**src/rtl/fcbl_pkg.sv**
```systemverilog
package fcbl_pkg;

  localparam int TABLE_DEPTH = 256;
  localparam int IDX_W       = $clog2(TABLE_DEPTH);
  localparam int CNT_W       = $clog2(TABLE_DEPTH + 1);

  localparam int OP_W   = 2;
  localparam int ADDR_W = 48;
  localparam int TIME_W = 32;
  localparam int FAIL_W = 16;

  localparam int IN_DATA_W  = 80;
  localparam int IN_USER_W  = OP_W;
  localparam int OUT_DATA_W = 24;

  localparam int OUT_FOUND_BIT   = 0;
  localparam int OUT_BLOCKED_BIT = 1;
  localparam int OUT_FAIL_LSB    = 2;
  localparam int OUT_DROPPED_BIT = OUT_FAIL_LSB + FAIL_W;

  localparam int CFG_IDX_W  = 1;
  localparam int CFG_DATA_W = 32;

  localparam logic [OP_W-1:0] OP_FAILURE = 2'd0;
  localparam logic [OP_W-1:0] OP_REMOVE  = 2'd1;
  localparam logic [OP_W-1:0] OP_QUERY   = 2'd2;

  localparam logic [CFG_IDX_W-1:0] REG_RETRY_LIMIT = 1'd0;
  localparam logic [CFG_IDX_W-1:0] REG_AGE_LIMIT   = 1'd1;

  localparam logic [FAIL_W-1:0] RETRY_LIMIT_RST = 16'd5;
  localparam logic [TIME_W-1:0] AGE_LIMIT_RST   = TIME_W'(3 * 24 * 3600);
  localparam logic [FAIL_W-1:0] FAIL_MAX        = '1;

  typedef struct packed {
    logic [ADDR_W-1:0] addr;
    logic [TIME_W-1:0] first;
    logic [FAIL_W-1:0] failures;
  } entry_t;

  typedef struct packed {
    logic load;
    logic scan;
    logic rd_last;
    logic write;
    logic finish;
  } dp_cmd_t;

  typedef struct packed {
    logic             match;
    logic             scan_done;
    logic             hit;
    logic             full;
    logic [OP_W-1:0]  op;
    logic             out_busy;
    logic [CNT_W-1:0] count;
  } dp_stat_t;

endpackage

```
**src/rtl/fcbl_ctrl.sv**
```systemverilog
module fcbl_ctrl (
  input  logic              clk,
  input  logic              rst,
  input  logic              in_valid,
  output logic              in_ready,
  input  fcbl_pkg::dp_stat_t stat,
  output fcbl_pkg::dp_cmd_t  cmd
);

  localparam logic [2:0] S_IDLE   = 3'd0;
  localparam logic [2:0] S_SCAN   = 3'd1;
  localparam logic [2:0] S_DECIDE = 3'd2;
  localparam logic [2:0] S_RDLAST = 3'd3;
  localparam logic [2:0] S_WRITE  = 3'd4;
  localparam logic [2:0] S_FIN    = 3'd5;

  logic [2:0] state;
  logic [2:0] state_next;

  always_ff @(posedge clk) begin
    if (rst) begin
      state <= S_IDLE;
    end else begin
      state <= state_next;
    end
  end

  assign in_ready = (state == S_IDLE);

  always_comb begin
    state_next  = state;
    cmd         = '0;
    unique case (state)
      S_IDLE: begin
        if (in_valid) begin
          cmd.load   = 1'b1;
          state_next = S_SCAN;
        end
      end
      S_SCAN: begin
        cmd.scan = 1'b1;
        if (stat.match || stat.scan_done) begin
          state_next = S_DECIDE;
        end
      end
      S_DECIDE: begin
        unique case (stat.op)
          fcbl_pkg::OP_FAILURE: begin
            state_next = (stat.hit || !stat.full) ? S_WRITE : S_FIN;
          end
          fcbl_pkg::OP_REMOVE: begin
            state_next = stat.hit ? S_RDLAST : S_FIN;
          end
          default: begin
            state_next = S_FIN;
          end
        endcase
      end
      S_RDLAST: begin
        cmd.rd_last = 1'b1;
        state_next  = S_WRITE;
      end
      S_WRITE: begin
        cmd.write  = 1'b1;
        state_next = S_FIN;
      end
      S_FIN: begin
        if (!stat.out_busy) begin
          cmd.finish = 1'b1;
          state_next = S_IDLE;
        end
      end
      default: begin
        state_next = S_IDLE;
      end
    endcase
  end

endmodule

```
**config.mk**
```make
export PLATFORM = sky130hd
export DESIGN_NAME = fcbl_ctrl
export DESIGN_NICKNAME = d
export VERILOG_FILES = /design/src/rtl/fcbl_pkg.sv /design/src/rtl/fcbl_ctrl.sv
export SDC_FILE = /design/constraint.sdc
export NUM_CORES = 1
export LEC_CHECK = 0
export BUFFER_PORTS_ARGS = -buffer_cell sky130_fd_sc_hd__buf_4
export CAP_MARGIN = 5
export CORE_AREA = 2 2 39 41
export DETAILED_ROUTE_END_ITERATION = 10
export DIE_AREA = 0 0 41 43
export PLACE_DENSITY = 0.52
export SLEW_MARGIN = 25
export SYNTH_ARGS = -nofsm -noshare
export SYNTH_HDL_FRONTEND = slang
export SYNTH_SLANG_ARGS = --single-unit
```
**constraint.sdc**
```tcl
create_clock -name clk -period 2 [get_ports clk]
set_clock_uncertainty 0.1 [all_clocks]
set_input_delay 0.4 -clock clk [delete_from_list [all_inputs] [get_ports clk]]
set_output_delay 0.4 -clock clk [all_outputs]
set_load 0.05 [all_outputs]
```
==> qor.txt, run 1 <==
dpl cell area - 378 µm²
max-cap viol count - 0
number of standard cells after synthesis - 33
Synth area leader - dfxtp_1
vias in the first global route - 266
Row Count - 14
Final Hold Fails - 0
min-delay src - rst
wire length per cell - 9.58 µm
DR iter-0 viols - 10
Ant. Diodes - 0
Worst Path Class, Setup - flop to output pin
PwrDens - 838 nW/µm²
Worst Setup SP - state[2]$_SDFFE_PP0P_
post-layout instance count excluding filler cells - 66
# hold bufs at CTS - 0
Least-Margin Pin Slew - 375 ps
status - completed
Avg Cell Area, Syn - 7.58 µm²
# fillers - 156
Total GRT Usage - 0.0863
Logic pwr share - 0.426
adder-cell share of the synthesized area - 0
post-route minimum period - 1740 ps
Tcrit/Tclk final - 0.870
post-DP HPWL - 464 µm
total grt overflow - 0
antenna violations before repair - 0
Hold Crit Class - input port to flop
top area cells in the synthesized netlist - dfxtp_1 (24%), nor2_1 (11%), a311oi_2 (6.0%), buf_4 (6.0%), and2_1 (5.0%)
Netlist Area Pre-Place - 250 µm²
Via density - 4.59
area delta synth->final - 61.5%
Startpoint Class - flop
Async SR Flop Fraction - 0
worst skew pair latency - 240 ps
Top Registers - state: 3 flops
sequential share of the synthesized area - 0.240
DRT antenna net count - 0
max reg flops - 3
clk slew on worst S/H paths - 40 ps
detailed-route via count - 303
area share of and/or/nand/nor cells after synthesis - 0.430
first-pass GRT wire length - 979 µm
# placed instances - 62
P_int - 0.201 mW
Clock Power Share - 0.322
Initial Util - 0.181
RSZ-0062 raised after global routing - false
Die Y - 43 µm
final setup vio count - 0
number of synthesized flops with an enable pin - 0
Sw Share - 0.405
main combinational cell family by area after synthesis - simple AND/OR/NAND/NOR gates
share of cells above drive strength 1 - 0.480
Mapped Nets - 52
most frequent cells in the layout - buf_4 (15), nor2_1 (7), clkbuf_4 (3), dfxtp_1 (3)
Rel. slew slack - 0.750
Compound-Gate Fraction of Synth Area - 0.255
core footprint - 1380 µm²
CTS tree - yes
GP Congestion - 0.706
H-Tree Depth - 1
clk sinks - 3
top_reg_cell synth - dfxtp_1
Finished Cell Area - 404 µm²
Net Switching - 0.137 mW
Detailed Route WL - 632 µm
largest net degree at the start of global routing - 13
synth unique cells - 21
max-slew violations - 0
Max Clk Rate - 0.575 GHz
setup TNS - 0 ps
proportion of synthesized area in mux cells - 0
commonest non-fill, non-tap cell in the layout - buf_4
post-CTS sizing - 0
clock tree buffer depth - 2
Seq pwr share - 0.252
yosys warns - 0
final core occ - 0.292
share of the synthesized area in the top cell type - 0.240
reg-to-reg startpoint - state[0]$_SDFFE_PP0P_
Synth Register Bits - 3
drc violations - 0
Chip Width - 41 µm
IO buf count - 15
pre-CTS WS - 515 ps
Worst EP required - 1500 ps
Top Ports - 25
Post-CTS Setup Inserts - 0
1st-pass router iterations - 2
Leakage Power - 0.185 nW
Max FO, Critical Path - 10
CP arrival - 1240 ps
CTS Buf Count - 3
Hold WS - 245 ps
overall power - 0.339 mW
die area - 1760 µm²
Worst VDD drop - 0.318 mV
most flop-heavy register - state
Worst Setup Slack, final - 260 ps
Slowest-stage cell, CP - dfxtp_1
final net count - 70
xor/xnor cell area share of the yosys netlist - 0
critical path cell sequence - nor2_1 -> and2_1 -> buf_4
slowest stage delay, CP - 540 ps
Crit. End Element - output pin
clock root buffer - clkbuf_4
-- worst max-delay path: cells and delay by family, from the launching register on --
family	cells	cell delay [ps]
flops	1	540
simple gates	2	280
buf+inv	1	180
-- synth_stat cells, types with 2 or more instances --
| cell type | instances |
|---|---|
| and2_1 | 2 |
| buf_4 | 2 |
| dfxtp_1 | 3 |
| nand2_1 | 2 |
| nor2_1 | 7 |
| nor2b_1 | 2 |
-- per-layer routing --
layer | part of all wire | global-route usage | vias to the layer above
li1 | - | - | 152
met1 | 0.44 | 0.106 | 137
met2 | 0.44 | 0.106 | 14
met3 | 0.13 | 0.0681 | 0
met4 | 0 | 0.0400 | 0
met5 | 0 | 0 | -
-- power groups by stage --
stage          clock, mW  sequential (mW)  combinational (mW)
3_5_place_dp           0           0.0864               0.145
4_1_cts            0.115           0.0858               0.146
5_1_grt            0.125           0.0872               0.155
3_3_place_gp           0           0.0873               0.145
6_report           0.109           0.0854               0.144
2_1_floorplan          0           0.0729               0.117
-- final cells by class --
type	instances	area [µm²]	share of cell area
Clock buffer	4	26.3	0.0650
Inverter	1	3.75	0.00929
Multi-Input combinational cell	27	181	0.449
Sequential cell	3	60.1	0.149
Tap cell	16	20.0	0.0495
Timing Repair Buffer	15	113	0.279
-- final timing paths --
check / endpoint / slack (ps) / cells past startpoint
worst min register to register: state[2]$_SDFFE_PP0P_ / 550 / 2
worst min-delay path: state[0]$_SDFFE_PP0P_ / 240 / 2
worst max-delay path: cmd[3] / 260 / 3
worst max register to register: state[2]$_SDFFE_PP0P_ / 700 / 3
-- cells by family after synthesis --
logic type             after synthesis
flip-flops                           3
AO/OA/AOI/OAI                        7
AND/OR/NAND/NOR                     20
buffers and inverters                3
(Power assumes the default switching activity.)
==> run 2: changes to the inputs <==
==> constraint.sdc (replaced) <==
create_clock -name clk -period 2 [get_ports clk]
set_clock_uncertainty 0.1 [all_clocks]
set_input_delay 0.1 -clock clk [delete_from_list [all_inputs] [get_ports clk]]
set_output_delay 0.1 -clock clk [all_outputs]
set_load 0.05 [all_outputs]
==> qor.txt, run 2 (same netlist as run 1, synthesis figures left out) <==
status - completed
Initial Util - 0.181 (unchanged)
Slowest-stage cell, CP - dfxtp_1
final net count - 71 (+1.4%)
clk sinks - 3 (unchanged)
PwrDens - 820 nW/µm² (-2.2%)
Chip Width - 41 µm (unchanged)
most flop-heavy register - state
Least-Margin Pin Slew - 359 ps (-15.9 ps)
Sw Share - 0.398 (-0.00730)
die area - 1760 µm² (unchanged)
# fillers - 158 (+1.3%)
Detailed Route WL - 610 µm (-3.5%)
max-cap viol count - 0 (unchanged)
share of cells above drive strength 1 - 0.451 (-0.0290)
Die Y - 43 µm (unchanged)
total grt overflow - 0 (unchanged)
Worst VDD drop - 0.259 mV (-19%)
Net Switching - 0.133 mW (-2.7%)
drc violations - 0 (unchanged)
multi-input logic area - 176 µm² (-2.8%)
post-CTS sizing - 0 (unchanged)
Top Ports - 25 (unchanged)
final core occ - 0.296 (+0.00362)
DRT antenna net count - 0 (unchanged)
setup TNS - 0 ps (unchanged)
clk slew on worst S/H paths - 40 ps (about the same)
post-route minimum period - 1410 ps (-328 ps)
core footprint - 1380 µm² (unchanged)
Clock Power Share - 0.315 (-0.007)
Total GRT Usage - 0.0792 (-0.00702)
worst skew pair latency - 230 ps (about the same)
Leakage Power - 0.188 nW (+1.7%)
Crit. End Element - output pin
Final Hold Fails - 0 (unchanged)
RSZ-0062 raised after global routing - false
P_int - 0.202 mW (+0.26%)
CTS tree - yes
detailed-route via count - 288 (-5.0%)
most frequent cells in the layout - buf_4 (15), nor2_1 (7), clkbuf_4 (3), dfxtp_1 (3)
Reg area - 60.1 µm² (unchanged)
1st-pass router iterations - 4 (+2)
max-slew violations - 0 (unchanged)
CTS Buf Count - 3 (unchanged)
final setup vio count - 0 (unchanged)
max reg flops - 3 (unchanged)
DR iter-0 viols - 7 (-3)
reg2reg setup slack - 700 ps (about the same)
wire length per cell - 9.10 µm (-4.9%)
WP buf/inv - 2 (+1)
slowest stage delay, CP - 460 ps (-80 ps)
first-pass GRT wire length - 966 µm (-1.3%)
Via density - 4.30 (-6.4%)
IO buf count - 15 (unchanged)
Max FO, Critical Path - 7 (-3)
Hold Crit Class - input port to flop
antenna violations before repair - 0 (unchanged)
clock tree buffer depth - 2 (unchanged)
largest net degree at the start of global routing - 13 (unchanged)
Worst Path Class, Setup - flop to output pin
post-DP HPWL - 458 µm (-1.2%)
Startpoint Class - flop
Seq pwr share - 0.253 (about the same)
clock root buffer - clkbuf_4
Max Clk Rate - 0.709 GHz (+23%)
Rel. slew slack - 0.760 (+0.0106)
Logic pwr share - 0.432 (+0.006)
GP Congestion - 0.714 (+1.2%)
Top Registers - state: 3 flops
commonest non-fill, non-tap cell in the layout - buf_4
Ant. Diodes - 0 (unchanged)
critical path cell sequence - inv_2 -> nor3b_1 -> buf_4
CP delay by family, top - flip-flops
H-Tree Depth - 1 (unchanged)
Worst EP required - 1800 ps (+300 ps)
area delta synth->final - 63.5%
Tcrit/Tclk final - 0.706 (-0.164)
vias in the first global route - 257 (-3.4%)
CP arrival - 1210 ps (-30 ps)
Row Count - 14 (unchanged)
run 2: timing repair:
item | 4_1_cts | 5_1_grt
endpoints found under the hold margin | 2 | 0
buffers inserted | 0 | 0
hold buffers | 1 | 0
endpoints found under the setup margin | 0 | 0
run 2: final cells by class:
type                    instances  share of cell area
clock buffers                   4              0.0642
inverters                       1             0.00917
multi-input cells              27               0.431
flip-flops and latches          3               0.147
well taps                      16              0.0489
repair buffers                 16               0.300
run 2: per-stage QoR:
| step | instances | instance area (µm²) | hold WS, ps | total power, mW | setup WS, ps |
|---|---|---|---|---|---|
| 2_1_floorplan | 33 | 255 | 67.9 | 0.189 | 144 |
| 6_report | 67 | 409 | 109 | 0.335 | 589 |
| 5_1_grt | 67 | 409 | 113 | 0.357 | 451 |
| 3_5_place_dp | 62 | 373 | 187 | 0.231 | 681 |
| 4_1_cts | 67 | 409 | 101 | 0.343 | 558 |
| 3_3_place_gp | 62 | 373 | 190 | 0.231 | 672 |
run 2: worst register-to-register path: cells and delay by family, from the launching register on:
kind,cells,cell delay [ps]
AND/OR/NAND/NOR,1,110
AO/OA/AOI/OAI,2,490
flip-flops,1,520
run 2: worst paths after layout:
path / from / end / depth (start not counted)
setup reg to reg: state[0]$_SDFFE_PP0P_ / state[2]$_SDFFE_PP0P_ / 3
hold reg to reg: state[2]$_SDFFE_PP0P_ / state[2]$_SDFFE_PP0P_ / 2
setup / recovery: state[1]$_SDFFE_PP0P_ / cmd[2] / 3
hold / removal: stat[10] / state[2]$_SDFFE_PP0P_ / 3
run 2: layer usage:
metal	GRT usage	wire length, µm	vias up
met4	0.0600	0	0
met2	0.119	293	13
met5	0	0	-
met1	0.103	262	121
met3	0	54	0
li1	-	-	154
run 2: power groups by stage:
stage | Clock, mW | Combinational (mW) | Sequential [mW]
2_1_floorplan | 0 | 0.116 | 0.0729
3_3_place_gp | 0 | 0.145 | 0.0865
3_5_place_dp | 0 | 0.144 | 0.0868
4_1_cts | 0.111 | 0.146 | 0.0858
5_1_grt | 0.113 | 0.155 | 0.0887
6_report | 0.106 | 0.145 | 0.0848
==> run 3: changes to the inputs <==
- clock period: 2 -> 1.3 ns (I/O delays scaled with it)
==> qor.txt, run 3 (same netlist as run 1, synthesis figures left out) <==
Least-Margin Pin Slew - 328 ps (-31.4 ps)
most flop-heavy register - state
final net count - 75 (+5.6%)
1st-pass router iterations - 2 (-2)
Finished Cell Area - 507 µm² (+24%)
DR iter-0 viols - 1 (-6)
post-route minimum period - 1260 ps
dpl cell area - 405 µm² (+8.7%)
clk slew on worst S/H paths - 40 ps (about the same)
drc violations - 0 (unchanged)
detailed-route via count - 315 (+9.4%)
reg-to-reg startpoint - state[2]$_SDFFE_PP0P_
Max FO, Critical Path - 7 (unchanged)
CP arrival - 1100 ps (-110 ps)
share of cells above drive strength 1 - 0.655 (+0.204)
Final Hold Fails - 0 (unchanged)
Via density - 4.44 (+3.2%)
global routing's busiest layer - met2
met2 usage - 0.128 (+0.00937)
Chip Width - 41 µm (unchanged)
WHS Path Cells - 3 (unchanged)
PwrDens - 1150 nW/µm² (+40%)
clock root buffer - clkbuf_4
Startpoint Class - flop
Top Ports - 25 (unchanged)
CTS tree - yes
clk sinks - 3 (unchanged)
IO buf count - 15 (unchanged)
final core occ - 0.366 (+0.0705)
Worst EP required - 1130 ps (-670 ps)
area delta synth->final - 102%
die area - 1760 µm² (unchanged)
largest net degree at the start of global routing - 13 (unchanged)
Max Clk Rate - 0.793 GHz
reg2reg setup slack - 130 ps (-570 ps)
Crit. End Element - output pin
GP Congestion - 0.744 (+4.2%)
Total GRT Usage - 0.0884 (+0.00912)
antenna violations before repair - 0 (unchanged)
max-slew violations - 0 (unchanged)
Leakage Power - 0.223 nW (+18%)
Seq pwr share - 0.233 (-0.020)
CTS Buf Count - 3 (unchanged)
RSZ-0062 raised after global routing - true
max-cap viol count - 0 (unchanged)
Hold Path Sink - state[2]$_SDFFE_PP0P_
Logic pwr share - 0.486 (+0.054)
Tcrit/Tclk final - 0.970
R2R cell count - 4 (+1)
max reg flops - 3 (unchanged)
Worst Path Class, Setup - flop to output pin
min-delay src - stat[10]
H-Tree Depth - 1 (unchanged)
final setup vio count - 0 (unchanged)
Worst Setup Slack, final - 39.5 ps (-549 ps)
wire length per cell - 9.11 µm (about the same)
Hold Crit Class - input port to flop
most frequent cells in the layout - buf_4 (13), buf_6 (5), nor2_1 (4)
core footprint - 1380 µm² (unchanged)
first-pass GRT wire length - 1040 µm (+7.8%)
Sw Share - 0.389 (-0.00848)
status - completed
Rel. slew slack - 0.780 (+0.0194)
Ant. Diodes - 0 (unchanged)
grt met3 use - 0.0157 (+0.0157)
Initial Util - 0.181 (unchanged)
commonest non-fill, non-tap cell in the layout - buf_4
clock tree buffer depth - 2 (unchanged)
Worst VDD drop - 0.403 mV (+56%)
pre-CTS WS - 98.8 ps (-583 ps)
Detailed Route WL - 647 µm (+6.1%)
Die Y - 43 µm (unchanged)
post-layout instance count excluding filler cells - 71 (+6.0%)
overall power - 0.582 mW (+74%)
DRT antenna net count - 0 (unchanged)
Clock Power Share - 0.281 (-0.034)
Top Registers - state: 3 flops
met1 GRT Util - 0.113 (+0.00998)
# placed instances - 64 (+3.2%)
vias in the first global route - 280 (+8.9%)
P_int - 0.355 mW (+76%)
Row Count - 14 (unchanged)
post-DP HPWL - 482 µm (+5.2%)
total grt overflow - 0 (unchanged)
worst skew pair latency - 230 ps (about the same)
Net Switching - 0.226 mW (+70%)
reg2reg end - state[0]$_SDFFE_PP0P_
==> run 3: cell count changes in the layout (fill, tap and decap cells not counted), moves of 2 or more <==
| cell | before | now |
|---|---|---|
| dfxtp_1 | 3 | 0 |
| buf_4 | 15 | 13 |
| buf_6 | 0 | 5 |
| nor2_2 | 0 | 3 |
| dfxtp_4 | 0 | 3 |
| nor2_1 | 7 | 4 |
==> run 3: worst max path at each step <==
stage / start / to / slack (ps) / cells after the start
2_1_floorplan: state[0]$_SDFFE_PP0P_ / cmd[4] / -120 / 3
3_3_place_gp: state[0]$_SDFFE_PP0P_ / state[2]$_SDFFE_PP0P_ / 100 / 3
3_5_place_dp: state[0]$_SDFFE_PP0P_ / state[2]$_SDFFE_PP0P_ / 100 / 3
4_1_cts: state[2]$_SDFFE_PP0P_ / cmd[0] / 20 / 4
5_1_grt: state[1]$_SDFFE_PP0P_ / cmd[4] / -10 / 3
6_report: state[1]$_SDFFE_PP0P_ / cmd[4] / 40 / 3
==> run 3: repair_timing <==
action	CTS	global route
hold buffers	1	0
cloned	0	0
gates resized for setup	5	11
pin swaps	2	3
hold endpoints to repair	2	0
buffers inserted	1	2
endpoints found under the setup margin	5	6
==> run 3: area by class of cell <==
class,instances,area (µm²)
timing repair buffer,20,179
multi-input combinational,27,206
inverter,1,3.75
fill,160,877
clock buffer,4,26.3
sequential,3,71.3
tap,16,20.0
==> run 3: metrics by stage <==
stage	hold WS, ps	TNS [ps]
5_1_grt	86.5	-11.8
3_5_place_dp	148	0
6_report	68.8	0
3_3_place_gp	149	0
4_1_cts	59.3	0
2_1_floorplan	25.5	-240
==> run 3: power by group through the flow <==
stage                     Sequential, mW  Clock [mW]  Combinational, mW
after CTS                          0.134       0.171              0.256
after global routing               0.139       0.188              0.300
after global placement             0.135           0              0.244
final                              0.136       0.164              0.283
after floorplan                    0.115           0              0.196
after detailed placement           0.134           0              0.245
==> run 3: critical path, cell delays in order, from the launching register on <==
cell and delay (ps):
dfxtp_4 360, nor3_4 190, and2_4 170, buf_8 130
==> run 3: layer usage <==
layer | vias to the layer above | routed length [µm]
li1 | 162 | -
met1 | 138 | 288
met2 | 13 | 293
met5 | - | 0
met4 | 0 | 16
met3 | 2 | 50
